### config.mk
export PLATFORM = sky130hd
export DESIGN_NAME = raptor_precode_column_generator_unit
export DESIGN_NICKNAME = d
export VERILOG_FILES = /design/src/rtl/rpcg_pkg.sv /design/src/rtl/rpcg_divider.sv /design/src/rtl/rpcg_gray_search.sv /design/src/rtl/raptor_precode_column_generator_unit.sv
export SDC_FILE = /design/constraint.sdc
export NUM_CORES = 1
export LEC_CHECK = 0
export ABC_AREA = 1
export ABC_CLOCK_PERIOD_IN_PS = 19000
export BUFFER_PORTS_ARGS = -buffer_cell sky130_fd_sc_hd__buf_2
export CELL_PAD_IN_SITES_DETAIL_PLACEMENT = 0
export CELL_PAD_IN_SITES_GLOBAL_PLACEMENT = 1
export CORE_AREA = 3 3 171 206
export DETAILED_ROUTE_END_ITERATION = 10
export DIE_AREA = 0 0 174 209
export PLACE_DENSITY = 0.87
export SKIP_CTS_REPAIR_TIMING = 1
export SYNTH_ARGS = -nofsm -noshare
export SYNTH_HDL_FRONTEND = slang
export SYNTH_HIERARCHICAL = 1
export SYNTH_SLANG_ARGS = --single-unit
### constraint.sdc
create_clock -name i_clk -period 19 [get_ports i_clk]
set_input_delay 1.9 -clock i_clk [delete_from_list [all_inputs] [get_ports i_clk]]
set_output_delay 1.9 -clock i_clk [all_outputs]
set_load 0.01 [all_outputs]
### src/rtl/rpcg_pkg.sv
// Shared constants, types and helpers for the Raptor precode column generator.
`timescale 1ns / 1ps

package rpcg_pkg;

    localparam int COL_W     = 14;
    localparam int S_W       = 8;
    localparam int H_W       = 5;
    localparam int MASK_W    = 16;
    localparam int ONES_W    = 5;
    localparam int WEIGHT_W  = 4;
    localparam int CFG_IDX_W = 2;
    localparam int CFG_DAT_W = 14;
    localparam int S_TDATA_W = 16;
    localparam int M_TDATA_W = 72;

    localparam int MAX_HALF_ROWS = 16;
    localparam int MAX_SOURCE    = 8192;

    // iterative divider: one quotient bit per cycle
    localparam int DIV_STEPS = COL_W;
    localparam int DIV_CNT_W = $clog2(DIV_STEPS);

    // configuration register indexes
    localparam logic [CFG_IDX_W-1:0] REG_K_SOURCE = 2'd0;
    localparam logic [CFG_IDX_W-1:0] REG_S_LDPC   = 2'd1;
    localparam logic [CFG_IDX_W-1:0] REG_H_HALF   = 2'd2;

    localparam logic [COL_W-1:0] K_SOURCE_RST = 14'd4;
    localparam logic [S_W-1:0]   S_LDPC_RST   = 8'd5;
    localparam logic [H_W-1:0]   H_HALF_RST   = 5'd5;

    typedef struct packed {
        logic             done;
        logic [COL_W-1:0] quo;
        logic [S_W-1:0]   rem;
    } t_div_result;

    typedef struct packed {
        logic              done;
        logic [MASK_W-1:0] word;
    } t_gray_result;

    function automatic logic [ONES_W-1:0] pop16(input logic [MASK_W-1:0] v);
        logic [ONES_W-1:0] acc;
        acc = '0;
        for (int i = 0; i < MASK_W; i++) begin
            acc = acc + ONES_W'(v[i]);
        end
        return acc;
    endfunction

endpackage

### src/rtl/rpcg_divider.sv
// Restoring divider, one quotient bit per cycle, shared by both LDPC divisions.
`timescale 1ns / 1ps

module rpcg_divider (
    input  logic                       i_clk,
    input  logic                       i_rst_n,
    input  logic                       i_start,
    input  logic [rpcg_pkg::COL_W-1:0] i_dividend,
    input  logic [rpcg_pkg::S_W-1:0]   i_divisor,
    output rpcg_pkg::t_div_result      o_result
);
    import rpcg_pkg::*;

    logic [S_W-1:0]       r_rem;
    logic [COL_W-1:0]     r_quo;
    logic [S_W-1:0]       r_div;
    logic [DIV_CNT_W-1:0] r_cnt;
    logic                 r_busy;
    logic                 r_done;

    logic [S_W:0] trial;
    logic [S_W:0] diff;
    logic         fits;

    assign trial = {r_rem, r_quo[COL_W-1]};
    assign fits  = trial >= {1'b0, r_div};
    assign diff  = trial - {1'b0, r_div};

    always_ff @(posedge i_clk) begin
        if (!i_rst_n) begin
            r_busy <= 1'b0;
            r_done <= 1'b0;
            r_cnt  <= '0;
        end else begin
            r_done <= 1'b0;
            if (i_start) begin
                r_busy <= 1'b1;
                r_cnt  <= DIV_CNT_W'(DIV_STEPS - 1);
            end else if (r_busy) begin
                if (r_cnt == '0) begin
                    r_busy <= 1'b0;
                    r_done <= 1'b1;
                end else begin
                    r_cnt <= r_cnt - 1'b1;
                end
            end
        end
    end

    // payload: shift dividend out, quotient bits in
    always_ff @(posedge i_clk) begin
        if (i_start) begin
            r_rem <= '0;
            r_quo <= i_dividend;
            r_div <= i_divisor;
        end else if (r_busy) begin
            r_rem <= fits ? diff[S_W-1:0] : trial[S_W-1:0];
            r_quo <= {r_quo[COL_W-2:0], fits};
        end
    end

    assign o_result.done = r_done;
    assign o_result.quo  = r_quo;
    assign o_result.rem  = r_rem;

endmodule

### src/rtl/rpcg_gray_search.sv
// Gray counter that walks forward until a code word of the wanted weight appears.
`timescale 1ns / 1ps

module rpcg_gray_search (
    input  logic                          i_clk,
    input  logic                          i_rst_n,
    input  logic                          i_clear,
    input  logic                          i_start,
    input  logic [rpcg_pkg::WEIGHT_W-1:0] i_weight,
    output rpcg_pkg::t_gray_result        o_result
);
    import rpcg_pkg::*;

    logic [MASK_W-1:0] r_gray;
    logic [MASK_W-1:0] r_word;
    logic              r_busy;
    logic              r_done;

    logic [MASK_W-1:0] code;
    logic              hit;

    assign code = r_gray ^ (r_gray >> 1);
    assign hit  = pop16(code) == ONES_W'(i_weight);

    always_ff @(posedge i_clk) begin
        if (!i_rst_n) begin
            r_gray <= '0;
            r_busy <= 1'b0;
            r_done <= 1'b0;
        end else begin
            r_done <= 1'b0;
            if (i_clear) begin
                r_gray <= '0;
            end else if (r_busy) begin
                // advance past every word tried, the hit too
                r_gray <= r_gray + 1'b1;
                if (hit) begin
                    r_busy <= 1'b0;
                    r_done <= 1'b1;
                end
            end
            if (i_start) begin
                r_busy <= 1'b1;
            end
        end
    end

    always_ff @(posedge i_clk) begin
        if (r_busy && hit) begin
            r_word <= code;
        end
    end

    assign o_result.done = r_done;
    assign o_result.word = r_word;

endmodule

### src/rtl/raptor_precode_column_generator_unit.sv
// Top level of the Raptor precode column generator: sequencer, registers, output stage.
`timescale 1ns / 1ps

// Channel   | Dir | Signals                       | Contents
// ----------+-----+-------------------------------+-----------------------------------
// s         | in  | i_s_tvalid/o_s_tready/i_s_tdata | column request, restart flag
// m         | out | o_m_tvalid/i_m_tready/o_m_tdata | one constraint column description
// cfg       | in  | i_cfg_valid/o_cfg_ready/idx/data | K, S, H registers
//
// One column at a time. A bad column or one at or above K+S goes from the check
// state straight to the finish state. A column in K..K+S-1 runs the Gray search;
// a column below K first makes two passes of the shared bit-serial divider
// (column / S, then quotient mod S-1) and then the Gray search, which tries
// one 16-bit code word per cycle until it finds one of weight ceil(H/2).
// Synchronous active-low reset clears the sequencer, Gray counter, expected
// column and registers (K=4, S=5, H=5). The input is ready only in idle; the
// result register holds a finished column while the sink stalls, so the next
// request can be taken meanwhile.
module raptor_precode_column_generator_unit (
    input  logic                           i_clk,
    input  logic                           i_rst_n,
    // [13:0] column, [14] restart, [15] zero
    input  logic                           i_s_tvalid,
    output logic                           o_s_tready,
    input  logic [rpcg_pkg::S_TDATA_W-1:0] i_s_tdata,
    // [13:0] column_echo, [14] ldpc_present, [22:15] ldpc_row_a,
    // [30:23] ldpc_row_b, [38:31] ldpc_row_c, [54:39] half_mask,
    // [55] identity_present, [63:56] identity_row, [68:64] ones_count,
    // [69] bad_column, [71:70] zero
    output logic                           o_m_tvalid,
    input  logic                           i_m_tready,
    output logic [rpcg_pkg::M_TDATA_W-1:0] o_m_tdata,
    input  logic                           i_cfg_valid,
    output logic                           o_cfg_ready,
    input  logic [rpcg_pkg::CFG_IDX_W-1:0] i_cfg_index,
    input  logic [rpcg_pkg::CFG_DAT_W-1:0] i_cfg_data
);
    import rpcg_pkg::*;

    localparam logic [2:0] ST_IDLE     = 3'd0;
    localparam logic [2:0] ST_CHECK    = 3'd1;
    localparam logic [2:0] ST_DIV_COL  = 3'd2;
    localparam logic [2:0] ST_DIV_STEP = 3'd3;
    localparam logic [2:0] ST_ROW_C    = 3'd4;
    localparam logic [2:0] ST_GRAY     = 3'd5;
    localparam logic [2:0] ST_FINISH   = 3'd6;

    // configuration registers
    logic [COL_W-1:0] r_k_source;
    logic [S_W-1:0]   r_s_ldpc;
    logic [H_W-1:0]   r_h_half;

    logic [2:0]       r_state;
    logic [2:0]       n_state;
    logic [COL_W-1:0] r_expect_col;

    // working registers of the column in flight
    logic [COL_W-1:0]  r_col;
    logic              r_bad;
    logic              r_ldpc;
    logic [S_W-1:0]    r_ra;
    logic [S_W-1:0]    r_rb;
    logic [S_W-1:0]    r_rc;
    logic [S_W-1:0]    r_step;
    logic [MASK_W-1:0] r_mask;
    logic              r_ident;
    logic [7:0]        r_idrow;
    logic [ONES_W-1:0] r_ones;

    logic                 r_m_valid;
    logic [M_TDATA_W-1:0] r_m_data;

    // effective parameters
    logic [COL_W-1:0]    kk;
    logic [H_W-1:0]      hh;
    logic [S_W-1:0]      sm;
    logic [S_W-1:0]      sm1;
    logic [COL_W:0]      ks;
    logic [COL_W:0]      ll;
    logic [MASK_W-1:0]   hmask;
    logic [WEIGHT_W-1:0] weight;

    logic s_xfer;
    logic cfg_xfer;
    logic col_bad;
    logic lt_k;
    logic lt_ks;
    logic out_free;

    logic             div_start;
    logic [COL_W-1:0] div_dividend;
    logic [S_W-1:0]   div_divisor;
    t_div_result      div_res;

    logic         gray_start;
    logic         gray_clear;
    t_gray_result gray_res;

    logic [S_W:0]      sum_b;
    logic [S_W-1:0]    rb_mod;
    logic [S_W:0]      sum_c;
    logic [S_W-1:0]    rc_mod;
    logic [ONES_W-1:0] ldpc_ones;

    assign kk     = (r_k_source > COL_W'(MAX_SOURCE)) ? COL_W'(MAX_SOURCE) : r_k_source;
    assign hh     = (r_h_half > H_W'(MAX_HALF_ROWS)) ? H_W'(MAX_HALF_ROWS) : r_h_half;
    assign sm     = (r_s_ldpc == '0) ? S_W'(1) : r_s_ldpc;
    assign sm1    = (r_s_ldpc < S_W'(2)) ? S_W'(1) : r_s_ldpc - 1'b1;
    assign ks     = {1'b0, kk} + (COL_W + 1)'(r_s_ldpc);
    assign ll     = ks + (COL_W + 1)'(hh);
    assign hmask  = (hh >= H_W'(MASK_W)) ? '1 : MASK_W'((17'd1 << hh) - 17'd1);
    assign weight = WEIGHT_W'((6'(hh) + 6'd1) >> 1);

    assign o_s_tready  = (r_state == ST_IDLE);
    assign s_xfer      = i_s_tvalid && o_s_tready;
    assign o_cfg_ready = 1'b1;
    assign cfg_xfer    = i_cfg_valid && o_cfg_ready;
    assign out_free    = !r_m_valid || i_m_tready;

    assign col_bad = ({1'b0, r_col} >= ll) || (r_col != r_expect_col);
    assign lt_k    = r_col < kk;
    assign lt_ks   = {1'b0, r_col} < ks;

    // LDPC rows: add the step and fold once, as the sum stays below twice the modulus
    assign sum_b     = {1'b0, r_ra} + {1'b0, div_res.rem} + 1'b1;
    assign rb_mod    = (sum_b >= {1'b0, sm}) ? S_W'(sum_b - {1'b0, sm}) : sum_b[S_W-1:0];
    assign sum_c     = {1'b0, r_rb} + {1'b0, r_step};
    assign rc_mod    = (sum_c >= {1'b0, sm}) ? S_W'(sum_c - {1'b0, sm}) : sum_c[S_W-1:0];
    assign ldpc_ones = ONES_W'(1) + ONES_W'(r_rb != r_ra)
                     + ONES_W'((rc_mod != r_ra) && (rc_mod != r_rb));

    assign div_start    = ((r_state == ST_CHECK) && !col_bad && lt_k)
                       || ((r_state == ST_DIV_COL) && div_res.done);
    assign div_dividend = (r_state == ST_CHECK) ? r_col : div_res.quo;
    assign div_divisor  = (r_state == ST_CHECK) ? sm : sm1;

    assign gray_clear = s_xfer && i_s_tdata[COL_W];
    assign gray_start = ((r_state == ST_CHECK) && !col_bad && !lt_k && lt_ks)
                     || (r_state == ST_ROW_C);

    rpcg_divider u_divider (
        .i_clk      (i_clk),
        .i_rst_n    (i_rst_n),
        .i_start    (div_start),
        .i_dividend (div_dividend),
        .i_divisor  (div_divisor),
        .o_result   (div_res)
    );

    rpcg_gray_search u_gray_search (
        .i_clk    (i_clk),
        .i_rst_n  (i_rst_n),
        .i_clear  (gray_clear),
        .i_start  (gray_start),
        .i_weight (weight),
        .o_result (gray_res)
    );

    always_comb begin
        n_state = r_state;
        unique case (r_state)
            ST_IDLE: begin
                if (s_xfer) n_state = ST_CHECK;
            end
            ST_CHECK: begin
                if (col_bad)    n_state = ST_FINISH;
                else if (lt_k)  n_state = ST_DIV_COL;
                else if (lt_ks) n_state = ST_GRAY;
                else            n_state = ST_FINISH;
            end
            ST_DIV_COL: begin
                if (div_res.done) n_state = ST_DIV_STEP;
            end
            ST_DIV_STEP: begin
                if (div_res.done) n_state = ST_ROW_C;
            end
            ST_ROW_C: begin
                n_state = ST_GRAY;
            end
            ST_GRAY: begin
                if (gray_res.done) n_state = ST_FINISH;
            end
            ST_FINISH: begin
                if (out_free) n_state = ST_IDLE;
            end
            default: begin
                n_state = ST_IDLE;
            end
        endcase
    end

    // control state
    always_ff @(posedge i_clk) begin
        if (!i_rst_n) begin
            r_state      <= ST_IDLE;
            r_expect_col <= '0;
            r_k_source   <= K_SOURCE_RST;
            r_s_ldpc     <= S_LDPC_RST;
            r_h_half     <= H_HALF_RST;
            r_m_valid    <= 1'b0;
        end else begin
            r_state <= n_state;
            // restart clears the expected column before the check
            if (s_xfer && i_s_tdata[COL_W]) begin
                r_expect_col <= '0;
            end else if ((r_state == ST_CHECK) && !col_bad) begin
                r_expect_col <= r_expect_col + 1'b1;
            end
            if (cfg_xfer) begin
                unique case (i_cfg_index)
                    REG_K_SOURCE: r_k_source <= i_cfg_data;
                    REG_S_LDPC:   r_s_ldpc   <= i_cfg_data[S_W-1:0];
                    REG_H_HALF:   r_h_half   <= i_cfg_data[H_W-1:0];
                    default:      ;
                endcase
            end
            if ((r_state == ST_FINISH) && out_free) begin
                r_m_valid <= 1'b1;
            end else if (i_m_tready) begin
                r_m_valid <= 1'b0;
            end
        end
    end

    // datapath of the column in flight
    always_ff @(posedge i_clk) begin
        unique case (r_state)
            ST_IDLE: begin
                if (s_xfer) r_col <= i_s_tdata[COL_W-1:0];
            end
            ST_CHECK: begin
                r_bad   <= col_bad;
                r_ldpc  <= !col_bad && lt_k;
                r_ra    <= '0;
                r_rb    <= '0;
                r_rc    <= '0;
                r_mask  <= '0;
                r_ident <= !col_bad && !lt_k;
                r_idrow <= (!col_bad && !lt_k) ? 8'(r_col - kk) : 8'd0;
                r_ones  <= (!col_bad && !lt_k) ? ONES_W'(1) : ONES_W'(0);
            end
            ST_DIV_COL: begin
                if (div_res.done) r_ra <= div_res.rem;
            end
            ST_DIV_STEP: begin
                if (div_res.done) begin
                    r_step <= div_res.rem + 1'b1;
                    r_rb   <= rb_mod;
                end
            end
            ST_ROW_C: begin
                r_rc   <= rc_mod;
                r_ones <= ldpc_ones;
            end
            ST_GRAY: begin
                if (gray_res.done) begin
                    r_mask <= gray_res.word & hmask;
                    r_ones <= r_ones + pop16(gray_res.word & hmask);
                end
            end
            ST_FINISH: begin
                if (out_free) begin
                    r_m_data <= {2'b00, r_bad, r_ones, r_idrow, r_ident, r_mask,
                                 r_rc, r_rb, r_ra, r_ldpc, r_col};
                end
            end
            default: ;
        endcase
    end

    assign o_m_tvalid = r_m_valid;
    assign o_m_tdata  = r_m_data;

endmodule

## Yosys cells after proc, flatten, opt, wreduce, memory -nomap -nowiden

Cells that the tools add are included.
Widths: inputs -> output; s select.

- Register bits after elaboration: 263

- Add/subtract/negate cells: 49
- Magnitude comparators: 10
- Equal/unequal tests: 21
- Shifts and indexed selects: 1
- Muxes and demuxes: 45
- Bitwise logic cells: 6
- Reductions and logical operators: 48

Operators by type and width:

| cell | count |
|---|---|
| $add 5x1->5 | 25 |
| $mux 8 | 8 |
| $mux 14 | 4 |
| $pmux 8 s2 | 3 |
| $mux 16 | 2 |
| $pmux 16 s2 | 1 |
| $sub 8x8->8 | 4 |
| $ge 9x8->1 | 3 |
| $reduce_and 2->1 | 13 |
| $ne 8x8->1 | 3 |
| $mux 3 | 7 |
| $pmux 3 s7 | 1 |
| $add 8x8->9 | 2 |
| $add 16x1->16 const B | 1 |
| $and 16x16->16 | 1 |
| $shl 1x5->16 const A | 1 |
| $sub 16x1->16 const B | 1 |
| $xor 16x15->16 | 1 |
| $add 14x8->15 | 1 |
| $add 15x5->15 | 1 |
| $ge 14x15->1 | 1 |
| $lt 14x15->1 | 1 |
| $pmux 5 s3 | 1 |
| $add 14x1->14 const B | 1 |
| 42 further kinds | 93 |

## Longest topological paths before layout

Gate-level depths: netlist of run 1.

- Depth in word-level cells: 24
- Gate-level depth with buffers: 37
- Mapped depth without buffers: 35

## Cells and area by module

The synthesis of run 1 kept the hierarchy.

Modules (own cells, without submodules):

| module | instances | cells an instance | area an instance (sq um) | seq. area each (sq um) |
|---|---|---|---|---|
| raptor_precode_column_generator_unit | 1 | 1489 | 12659.6 | 5345.1 |
| rpcg_divider | 1 | 244 | 1970.6 | 940.9 |
| rpcg_gray_search | 1 | 192 | 1920.6 | 840.8 |

## Worst setup path before layout of run 1

Ideal clock, no wire load.

- Path kind: input port to flip-flop
- From: in i_m_tready
- To: reg r_m_data[0] (netlist: o_m_tdata[0]) (enable)
- Setup time: 0.584 ns
- Data arrival time: 6.699 ns
- Required time: 18.416 ns
- Path slack: 11.717 ns
- Cell stages on the path: 2
- Path buffers: 0
- Cell sequence: nor2_1 > nor3_1

- Longest elaborated chain between the ends: 2

RTL lines:

| element | line | text |
|---|---|---|
| from (decl) | raptor_precode_column_generator_unit.sv:31 | `input logic i_m_tready,` |
| $logic_or 1x1->1 | raptor_precode_column_generator_unit.sv:118 | `assign out_free = !r_m_valid \|\| i_m_tready;` |
| $reduce_and 2->1 (no source line) | -- |  |
| to (signal assigned) | raptor_precode_column_generator_unit.sv:263 | `r_m_data <= {2'b00, r_bad, r_ones, r_idrow, r_ident, r_mask,` |
| to (decl) | raptor_precode_column_generator_unit.sv:71 | `logic [M_TDATA_W-1:0] r_m_data;` |

Every way passes these cells.
A chain may end at the register's enable or synchronous reset.

## Worst setup path in the final report of run 1

- From: reg r_h_half[4]
- To: reg r_ones[4], data pin

- Longest elaborated chain between the ends: 24
- Elaborated cells between the ends (all ways): 25

RTL lines:

| element | line | text |
|---|---|---|
| from (decl) | raptor_precode_column_generator_unit.sv:51 | `logic [H_W-1:0] r_h_half;` |
| from (signal assigned) | raptor_precode_column_generator_unit.sv:213 | `REG_H_HALF: r_h_half <= i_cfg_data[H_W-1:0];` |
| $gt 5x5->1 | raptor_precode_column_generator_unit.sv:106 | `assign hh = (r_h_half > H_W'(MAX_HALF_ROWS)) ? H_W'(MAX_HALF_ROWS) : r_h_half;` |
| $mux 5 * | raptor_precode_column_generator_unit.sv:106 |  |
| $shl 1x5->16 | raptor_precode_column_generator_unit.sv:111 | `assign hmask = (hh >= H_W'(MASK_W)) ? '1 : MASK_W'((17'd1 << hh) - 17'd1);` |
| $sub 16x1->16 | raptor_precode_column_generator_unit.sv:111 |  |
| $mux 16 * | raptor_precode_column_generator_unit.sv:111 |  |
| $and 16x16->16 * | raptor_precode_column_generator_unit.sv:258 | `r_ones <= r_ones + pop16(gray_res.word & hmask);` |
| $add 1x1->2 | rpcg_pkg.sv:48 | `acc = acc + ONES_W'(v[i]);` |
| $add 2x1->3 | rpcg_pkg.sv:48 |  |
| $add 3x1->4 | rpcg_pkg.sv:48 |  |
| $add 4x1->5 | rpcg_pkg.sv:48 |  |
| $add 5x1->5 (10 in a row) | rpcg_pkg.sv:48 |  |
| $add 5x1->5 * | rpcg_pkg.sv:48 |  |
| $add 5x5->5 * | raptor_precode_column_generator_unit.sv:258 |  |
| $mux 5 * | raptor_precode_column_generator_unit.sv:256 | `if (gray_res.done) begin` |
| $pmux 5 s3 * | raptor_precode_column_generator_unit.sv:227 | `unique case (r_state)` |
| to (signal assigned) | raptor_precode_column_generator_unit.sv:240 | `r_ones <= (!col_bad && !lt_k) ? ONES_W'(1) : ONES_W'(0);` |
| to (signal assigned) | raptor_precode_column_generator_unit.sv:253 | `r_ones <= ldpc_ones;` |
| to (signal assigned) | raptor_precode_column_generator_unit.sv:258 |  |
| to (decl) | raptor_precode_column_generator_unit.sv:68 | `logic [ONES_W-1:0] r_ones;` |

Every way passes the cells marked *; elsewhere a longest branch is shown, timed or not. The select of a mux whose other input is x is not followed.

==> results of run 1 <==
[through the flow]
step	hold slack [ns]	cells	instance area, um^2	setup slack (ns)	power (mW)
after floorplan	0.400	1926	16600	11.72	1.28
after global routing	0.427	2507	18500	12.07	2.19
after global placement	0.401	2458	17500	12.64	1.44
after detailed placement	0.405	2458	17500	12.52	1.47
final	0.417	2507	18500	12.50	2.04
after CTS	0.416	2506	18500	12.48	2.05
[cell families (layout without fill, tap and decap cells)]
family          after synthesis  count (layout)  share of synthesized area
other cells                   2               4                   0.000454
fa+ha+maj                   163             163                      0.137
compound gates              225             225                     0.0736
flops                       263             263                      0.431
xor+xnor                     86              86                     0.0460
buf+inv                     318             448                     0.0760
simple gates                868             868                      0.237
[routing by layer]
layer  wire [um]  GRT usage
met1       17100      0.273
met2       19300      0.378
met3        1700     0.0238
met4        1260     0.0702
met5           0          0
[worst min-delay path by stage]
stage / start / to / slack [ns]
after floorplan: r_ldpc$_DFFE_PP_ / o_m_tdata[14]$_DFFE_PP_ / 0.40
after global placement: r_rc[7]$_SDFFCE_PN0P_ / o_m_tdata[38]$_DFFE_PP_ / 0.40
after detailed placement: r_rc[4]$_SDFFCE_PN0P_ / o_m_tdata[35]$_DFFE_PP_ / 0.40
after CTS: r_idrow[3]$_SDFFCE_PN0P_ / o_m_tdata[59]$_DFFE_PP_ / 0.42
after global routing: r_rc[6]$_SDFFCE_PN0P_ / o_m_tdata[37]$_DFFE_PP_ / 0.43
final: r_idrow[3]$_SDFFCE_PN0P_ / o_m_tdata[59]$_DFFE_PP_ / 0.42
[cells in the final DEF, fill, tap and decap left out, types with 4 or more instances in the layout]
master     instances
inv_1            273
and3_1             4
nor2_4             6
dfxtp_1           77
buf_2            107
ha_1             133
nand2_2           15
nor4_1             4
nand3_2            6
o21bai_1           5
nor3_1            30
o211ai_1           5
nand3_1          105
a211oi_1           4
xor2_1            51
buf_4              5
a21oi_1          111
xnor2_1           34
nor2_1           181
nand2_1          446
o21ai_1            8
nor2_2             5
clkbuf_16         28
o21ai_0           72
o21a_1             5
clkinv_1           4
inv_2             11
fa_1              30
nand4_1           27
nand3b_1          12
edfxtp_1         186
bufinv_16          6
[state kept, by name (all words and copies together) (netlist names), 14 cells and up]
name                  count
o_m_tdata                70
r_col                    14
r_expect_col             14
r_k_source               14
r_mask                   16
u_divider/r_quo          14
u_gray_search/r_gray     16
u_gray_search/r_word     16
[cell type report]
class | count | area [um^2] | share of cell area
multi-input combinational | 1345 | 8180 | 0.441
sequential | 263 | 7130 | 0.385
inverter | 288 | 1090 | 0.0590
clock buffer | 31 | 732 | 0.0395
timing repair buffer | 112 | 573 | 0.0309
tap | 450 | 563 | 0.0304
clock inverter | 17 | 256 | 0.0138
antenna | 1 | 2.50 | 0.000135
[critical path, cell delays in order (launching register included)]
cell	delay, ns
dfxtp_1	0.81
inv_8	0.11
nand2_1	0.25
inv_1	0.17
ha_1	0.26
ha_1	0.21
nand2_1	0.07
inv_1	0.11
nor3_4	0.23
nand2_2	0.12
nor2_4	0.11
nand2_2	0.07
o21bai_1	0.12
nand3_1	0.07
nand2_1	0.10
inv_1	0.07
fa_1	0.48
fa_1	0.49
inv_1	0.05
fa_1	0.51
fa_1	0.46
fa_1	0.42
fa_1	0.40
nor2_1	0.16
o21a_1	0.14
nor2_1	0.05
xor2_1	0.13
nor2_1	0.06
[report_power, final]
group          switching [mW]  leakage (nW)  internal, mW
logic                   0.446          5.52         0.250
registers              0.0589          2.32         0.703
clock network           0.224         0.474         0.359
total                   0.728          8.31          1.31
==> flow_summary.ini, run 1 <==
[timing]
hold_viol_final = 0
slew_violations = 0
finalSetupViolCount = 0
tns_ns = 0
relSlewSlack = 0.215
rsz0062_at_grt = no
worst_slew_pin_slew_ns = 1.17
min_period_ns = 6.50
fmax_ghz = 0.154
period_share = 0.342
fin_skew_ns = 0.00724

[critical_path]
crit_path_end = r_ones[4]$_DFFE_PP_
startpoint_type = flop
r2r_setup_slack_ns = 12.50
required_ns = 19.28
crit_fanout = 9
r2r_start = r_h_half[4]$_SDFFE_PN0P_
r2r-end = r_ones[4]$_DFFE_PP_
arrival_ns = 6.78
crit_type = reg -> reg
r2r_cells = 27
critPathCaptureType = flop
worstSetupStartpoint = r_h_half[4]$_SDFFE_PN0P_

[global_routing]
grt_pass1_vias = 12484
antenna_found_initial = 1
track_usage = 0.214
grt_max_degree = 71
grt_pass1_wl_um = 63200
gr-total-overflow = 0

[logic_synthesis]
yosys-top-cells-area = edfxtp_1, nand2_1, ha_1, dfxtp_1, inv_1
yosysMostFrequentCell = nand2_1
synth.top_cell.area_share = 0.337
synth.top_cells.by_count = nand2_1, inv_1, edfxtp_1, nor2_1, ha_1
ys_seq_elements = 263
yosysTopAreaCell = edfxtp_1
seq_area_frac_synth = 0.431
synth_edf_count = 186
yosysWarnings = 6
synth-main-ff-cell = edfxtp_1
synth_cell_type_count = 58
async_flop_share = 0
synthesis.area_um2 = 16600
syn_inst = 1925
synth.avg_cell_area_um2 = 8.60

[placement]
port_buffers = 107
hpwl_um = 30500
place.gp.congestion = 0.931

[die]
fp.dieW_um = 174
rows = 73
ios = 112
initial_core_util = 0.498
core-area_um2 = 33200
die_h_um = 209
die_area_um2 = 36400

[layout]
drive_above_1_share = 0.111
fin_util = 0.557
final.fill_count = 3095
layout.nets = 2237
syn_to_final_growth_pct = 11.9

[cts]
clockBufferDepth = 3
cts_tree = done
cts_made_buffers = 27
path_clk_slew_ns = 0.07
h-tree-depth = 1
clk_latency_ns = 0.54
cts_root_buf = clkbuf_16
clock_sinks = 263

[route]
wire_per_inst_um = 15.7
drc = 0
routed_wl_um = 39400
drt_iter0_drc = 829
drt_pass1_iterations = 5
ant_nets = 0
vias = 12891
vias_per_cell = 5.14

[power]
vdd_drop_max_uv = 80.1
p_leak_nw = 8.31
powerDensity_nw_per_um2 = 110

[run_status]
status = complete, no violations

[run]
maxCapViolCount = 0

[hold_path]
whs_path_depth = 0
hp-class = reg -> reg
Note: power is estimated with default switching activity, not from simulation.
==> run 2, diff against run 1 <==
- ABC_CLOCK_PERIOD_IN_PS: 19000 -> 5800
- CORE_AREA: 3 3 171 206 -> 3 3 184 221
- DIE_AREA: 0 0 174 209 -> 0 0 187 224
- PLACE_DENSITY: 0.87 -> 0.8
- clock period: 19 -> 5.8 ns (I/O delays scaled with it)
==> flow_summary.ini, run 2 (synthesis results as in run 1) <==
[cts]
clk_latency_ns = 0.56
cts_root_buf = clkbuf_16
cts_tree = done
h-tree-depth = 1
path_clk_slew_ns = 0.06
clock_sinks = 263
cts_made_buffers = 28
clockBufferDepth = 3

[route]
vias = 12902
routed_wl_um = 40400
wire_per_inst_um = 15.5
vias_per_cell = 4.95
ant_nets = 0
drt_pass1_iterations = 5
drc = 0
drt_iter0_drc = 685

[layout]
fin_util = 0.487
syn_to_final_growth_pct = 14.3
drive_above_1_share = 0.135
largest_register_ffs = 70
final_cell_mix = nand2_1, inv_1, edfxtp_1
layout.cells.non_filler = 2609
final_common_cell = nand2_1
layout.nets = 2260

[hold_path]
whs_path_depth = 1
min_from = i_s_tdata[7]
hold_end = r_col[7]$_DFFE_PP_
hp-class = in -> reg

[timing]
min_period_ns = 5.44
period_share = 0.938
finalSetupViolCount = 0
layout_setup_ws_ns = 0.359
hold_viol_final = 0
worst_slew_pin_slew_ns = 0.774
fin_skew_ns = 0.0232
whs_ns = 0.200
relSlewSlack = 0.481
slew_violations = 0
fmax_ghz = 0.184

[power]
powerDensity_nw_per_um2 = 352
p_clk_frac = 0.285
seqPwrFrac = 0.375
p_comb_frac = 0.341
p_switching_mw = 2.38
p_leak_nw = 8.44
p_int_mw = 4.28
switching_share = 0.358
vdd_drop_max_uv = 224
power_mw = 6.66

[critical_path]
arrival_ns = 5.74
slowest_stage = fa_1
startpoint_type = flop
r2r_cells = 28
crit_fanout = 4
crit_type = reg -> reg
required_ns = 6.10
critPathMaxStageDelay_ns = 0.49
r2r_setup_slack_ns = 0.36
path_common_cell = fa_1
r2r-end = r_ones[4]$_DFFE_PP_
critPathCaptureType = flop
r2r_start = r_h_half[4]$_SDFFE_PN0P_

[die]
initial_core_util = 0.426
ios = 112
rows = 79
core-area_um2 = 38800
fp.dieW_um = 187
die_area_um2 = 41900
die_h_um = 224

[placement]
hpwl_um = 31500
port_buffers = 107
dp_cells = 2553
place_ws_ns = 0.0873
place.gp.congestion = 0.893

[global_routing]
grt_pass1_vias = 12612
antenna_found_initial = 0
gr-total-overflow = 0
track_usage = 0.188
grt_pass1_wl_um = 64100
grt_max_degree = 46

[run_status]
status = complete, no violations

[run]
maxCapViolCount = 0
-- run 2: changes by cell type in the layout (fill, tap and decap cells not counted), moves of 4 or more --
cell / change
buf_4: +20
clkbuf_1: +4
clkinv_2: +7
ha_1: -4
nor2_1: -8
nor2_2: +6
-- run 2: cell type report --
type                    count  area [um^2]
flip-flops and latches    263         7130
clock inverters            13          173
repair inverters            1         5.00
fillers                  3691        19900
repair buffers            133          734
well taps                 526          658
inverters                 288         1110
diodes                      1         2.50
clock buffers              39          813
multi-input cells        1345         8290
-- run 2: worst max path at each step --
stage,slack [ns],depth (start not counted),from,endpoint
2_1_floorplan,0.10,30,r_k_source[8]$_SDFFE_PN0P_,u_divider/r_quo[0]$_DFFE_PP_
3_3_place_gp,0.15,27,r_h_half[4]$_SDFFE_PN0P_,r_ones[4]$_DFFE_PP_
3_5_place_dp,0.09,27,r_h_half[4]$_SDFFE_PN0P_,r_ones[4]$_DFFE_PP_
4_1_cts,0.08,27,r_h_half[4]$_SDFFE_PN0P_,r_ones[4]$_DFFE_PP_
5_1_grt,-0.01,31,r_k_source[4]$_SDFFE_PN0P_,u_divider/r_quo[5]$_DFFE_PP_
6_report,0.36,28,r_h_half[4]$_SDFFE_PN0P_,r_ones[4]$_DFFE_PP_
-- run 2: layer usage --
metal  global-route usage  share of wire
met1                0.240           0.45
met3               0.0214          0.037
met4               0.0622          0.029
met5                    0              0
met2                0.336           0.49
-- run 2: power by group through the flow --
stage / clock (mW) / sequential, mW / combinational [mW]
after floorplan: 0 / 2.45 / 1.68
after global routing: 2.02 / 2.52 / 2.60
final: 1.90 / 2.49 / 2.27
after global placement: 0 / 2.53 / 2.19
after CTS: 1.94 / 2.50 / 2.25
after detailed placement: 0 / 2.53 / 2.24
-- run 2: critical path: cells and delay by family (launching register included) --
kind	cells	cell delay (ns)
buffers and inverters	4	0.25
XOR/XNOR	1	0.12
flip-flops	1	0.36
adder cells (fa/ha/maj)	8	3.03
AND/OR/NAND/NOR	13	1.15
AO/OA/AOI/OAI	2	0.25
-- run 2: stage by stage --
step           TNS [ns]  instance area, um^2
6_report              0                18900
2_1_floorplan         0                16600
3_3_place_gp          0                17800
5_1_grt         -0.0796                18900
4_1_cts               0                18800
3_5_place_dp          0                17800
==> run 3, diff against run 2 <==
- CORE_AREA: 3 3 184 221 -> 3 3 182 219
- CTS_BUF_LIST: unset -> sky130_fd_sc_hd__clkbuf_4 sky130_fd_sc_hd__clkbuf_8
- DIE_AREA: 0 0 187 224 -> 0 0 185 222
- PLACE_DENSITY: 0.8 -> 0.82
- TNS_END_PERCENT: unset -> 5
==> flow_summary.ini, run 3 (synthesis results as in run 1) <==
[critical_path]
worstSetupStartpoint = r_h_half[4]$_SDFFE_PN0P_
r2r_start = r_h_half[4]$_SDFFE_PN0P_
critPathCaptureType = flop
r2r_cells = 27
startpoint_type = flop
crit_type = reg -> reg
crit_fanout = 4
required_ns = 6.11
crit_path_end = r_ones[4]$_DFFE_PP_
r2r_setup_slack_ns = 0.28
arrival_ns = 5.83
r2r-end = r_ones[4]$_DFFE_PP_

[global_routing]
grt-busiest-layer = met2
use_met3 = 0.0295
antenna_found_initial = 0
grt_pass1_wl_um = 64500
track_usage = 0.195
grt_max_degree = 46
grt_pass1_vias = 12726
grt_use_met1 = 0.250
use_met2 = 0.334
gr-total-overflow = 0

[cts]
clk_latency_ns = 0.59
cts_made_buffers = 45
h-tree-depth = 2
path_clk_slew_ns = 0.07
cts_tree = done
clockBufferDepth = 3
cts_root_buf = clkbuf_8
clock_sinks = 263

[placement]
hpwl_um = 31200
port_buffers = 107
place_area_um2 = 17700
dp_cells = 2506
place.gp.congestion = 0.905
place_ws_ns = 0.0715

[die]
fp.dieW_um = 185
ios = 112
initial_core_util = 0.437
die_h_um = 222
rows = 78
core-area_um2 = 37900
die_area_um2 = 41100

[power]
p_leak_nw = 8.44
powerDensity_nw_per_um2 = 348
power_mw = 6.56
vdd_drop_max_uv = 207

[route]
ant_nets = 0
wire_per_inst_um = 15.5
vias_per_cell = 5.04
vias = 13066
drt_iter0_drc = 662
drt_pass1_iterations = 5
drc = 0
routed_wl_um = 40100

[layout]
fin_util = 0.498
final_common_cell = nand2_1
final_cell_mix = nand2_1, inv_1, edfxtp_1
syn_to_final_growth_pct = 13.8
layout.cells.non_filler = 2594
layout.nets = 2277
drive_above_1_share = 0.148
largest_register_ffs = 70
stdcell_area_um2 = 18800

[timing]
layout_setup_ws_ns = 0.279
finalSetupViolCount = 0
tns_ns = 0
period_share = 0.952
worst_slew_pin_slew_ns = 0.801
slew_violations = 0
whs_ns = 0.169
rsz0062_at_grt = yes
relSlewSlack = 0.462
min_period_ns = 5.52
fmax_ghz = 0.181
hold_viol_final = 0
fin_skew_ns = 0.0347

[hold_path]
hp-class = in -> reg

[run_status]
status = complete, no violations

[run]
maxCapViolCount = 0
[run 3: cell count changes in the layout (fill, tap and decap cells not counted), moves of 4 or more]
cell and change:
clkbuf_1 -5, clkbuf_16 -29, clkbuf_4 +13, clkbuf_8 +44, clkinv_1 +6, clkinvlp_4 +4
[run 3: worst min path at each step]
stage,slack (ns),end,from,cells after the start
4_1_cts,0.12,r_col[4]$_DFFE_PP_,i_s_tdata[4],1
5_1_grt,0.13,r_col[4]$_DFFE_PP_,i_s_tdata[4],1
3_3_place_gp,0.40,o_m_tdata[34]$_DFFE_PP_,r_rc[3]$_SDFFCE_PN0P_,0
2_1_floorplan,0.40,o_m_tdata[14]$_DFFE_PP_,r_ldpc$_DFFE_PP_,0
3_5_place_dp,0.40,o_m_tdata[61]$_DFFE_PP_,r_idrow[5]$_SDFFCE_PN0P_,0
6_report,0.17,r_col[4]$_DFFE_PP_,i_s_tdata[4],1
[run 3: cell type report]
class / instances / area [um^2]
fill: 3604 / 19000
multi-input combinational: 1345 / 8290
sequential: 263 / 7130
inverter: 288 / 1100
clock buffer: 62 / 772
timing repair buffer: 134 / 738
tap: 480 / 601
clock inverter: 21 / 208
antenna: 1 / 2.50
[run 3: layer usage]
metal / vias to the layer above / routed length (um)
met4: 0 / 1260
li1: 6645 / -
met2: 271 / 19700
met3: 81 / 1580
met1: 6069 / 17500
met5: - / 0
[run 3: worst max-delay path, stage by stage, from the launching register on]
cell      delay, ns
dfxtp_4        0.37
inv_8          0.03
nand2_1        0.10
inv_1          0.10
ha_2           0.23
nand3_2        0.10
ha_2           0.20
nand2_2        0.09
nor3_4         0.20
nand2_2        0.12
nor2_4         0.11
nand2_2        0.07
o21bai_1       0.13
nand3_1        0.08
nand2_1        0.09
inv_1          0.06
fa_1           0.48
fa_1           0.49
inv_1          0.05
fa_1           0.49
fa_1           0.44
fa_2           0.37
fa_1           0.40
nor2_2         0.13
o21a_1         0.12
nor2_1         0.04
xor2_1         0.12
nor2_1         0.05
[run 3: power by group]
part	leakage [nW]	internal (mW)	switching [mW]	total [mW]
Sequential	2.33	2.30	0.193	2.49
Combinational	5.61	0.806	1.44	2.25
Clock	0.506	1.04	0.771	1.82
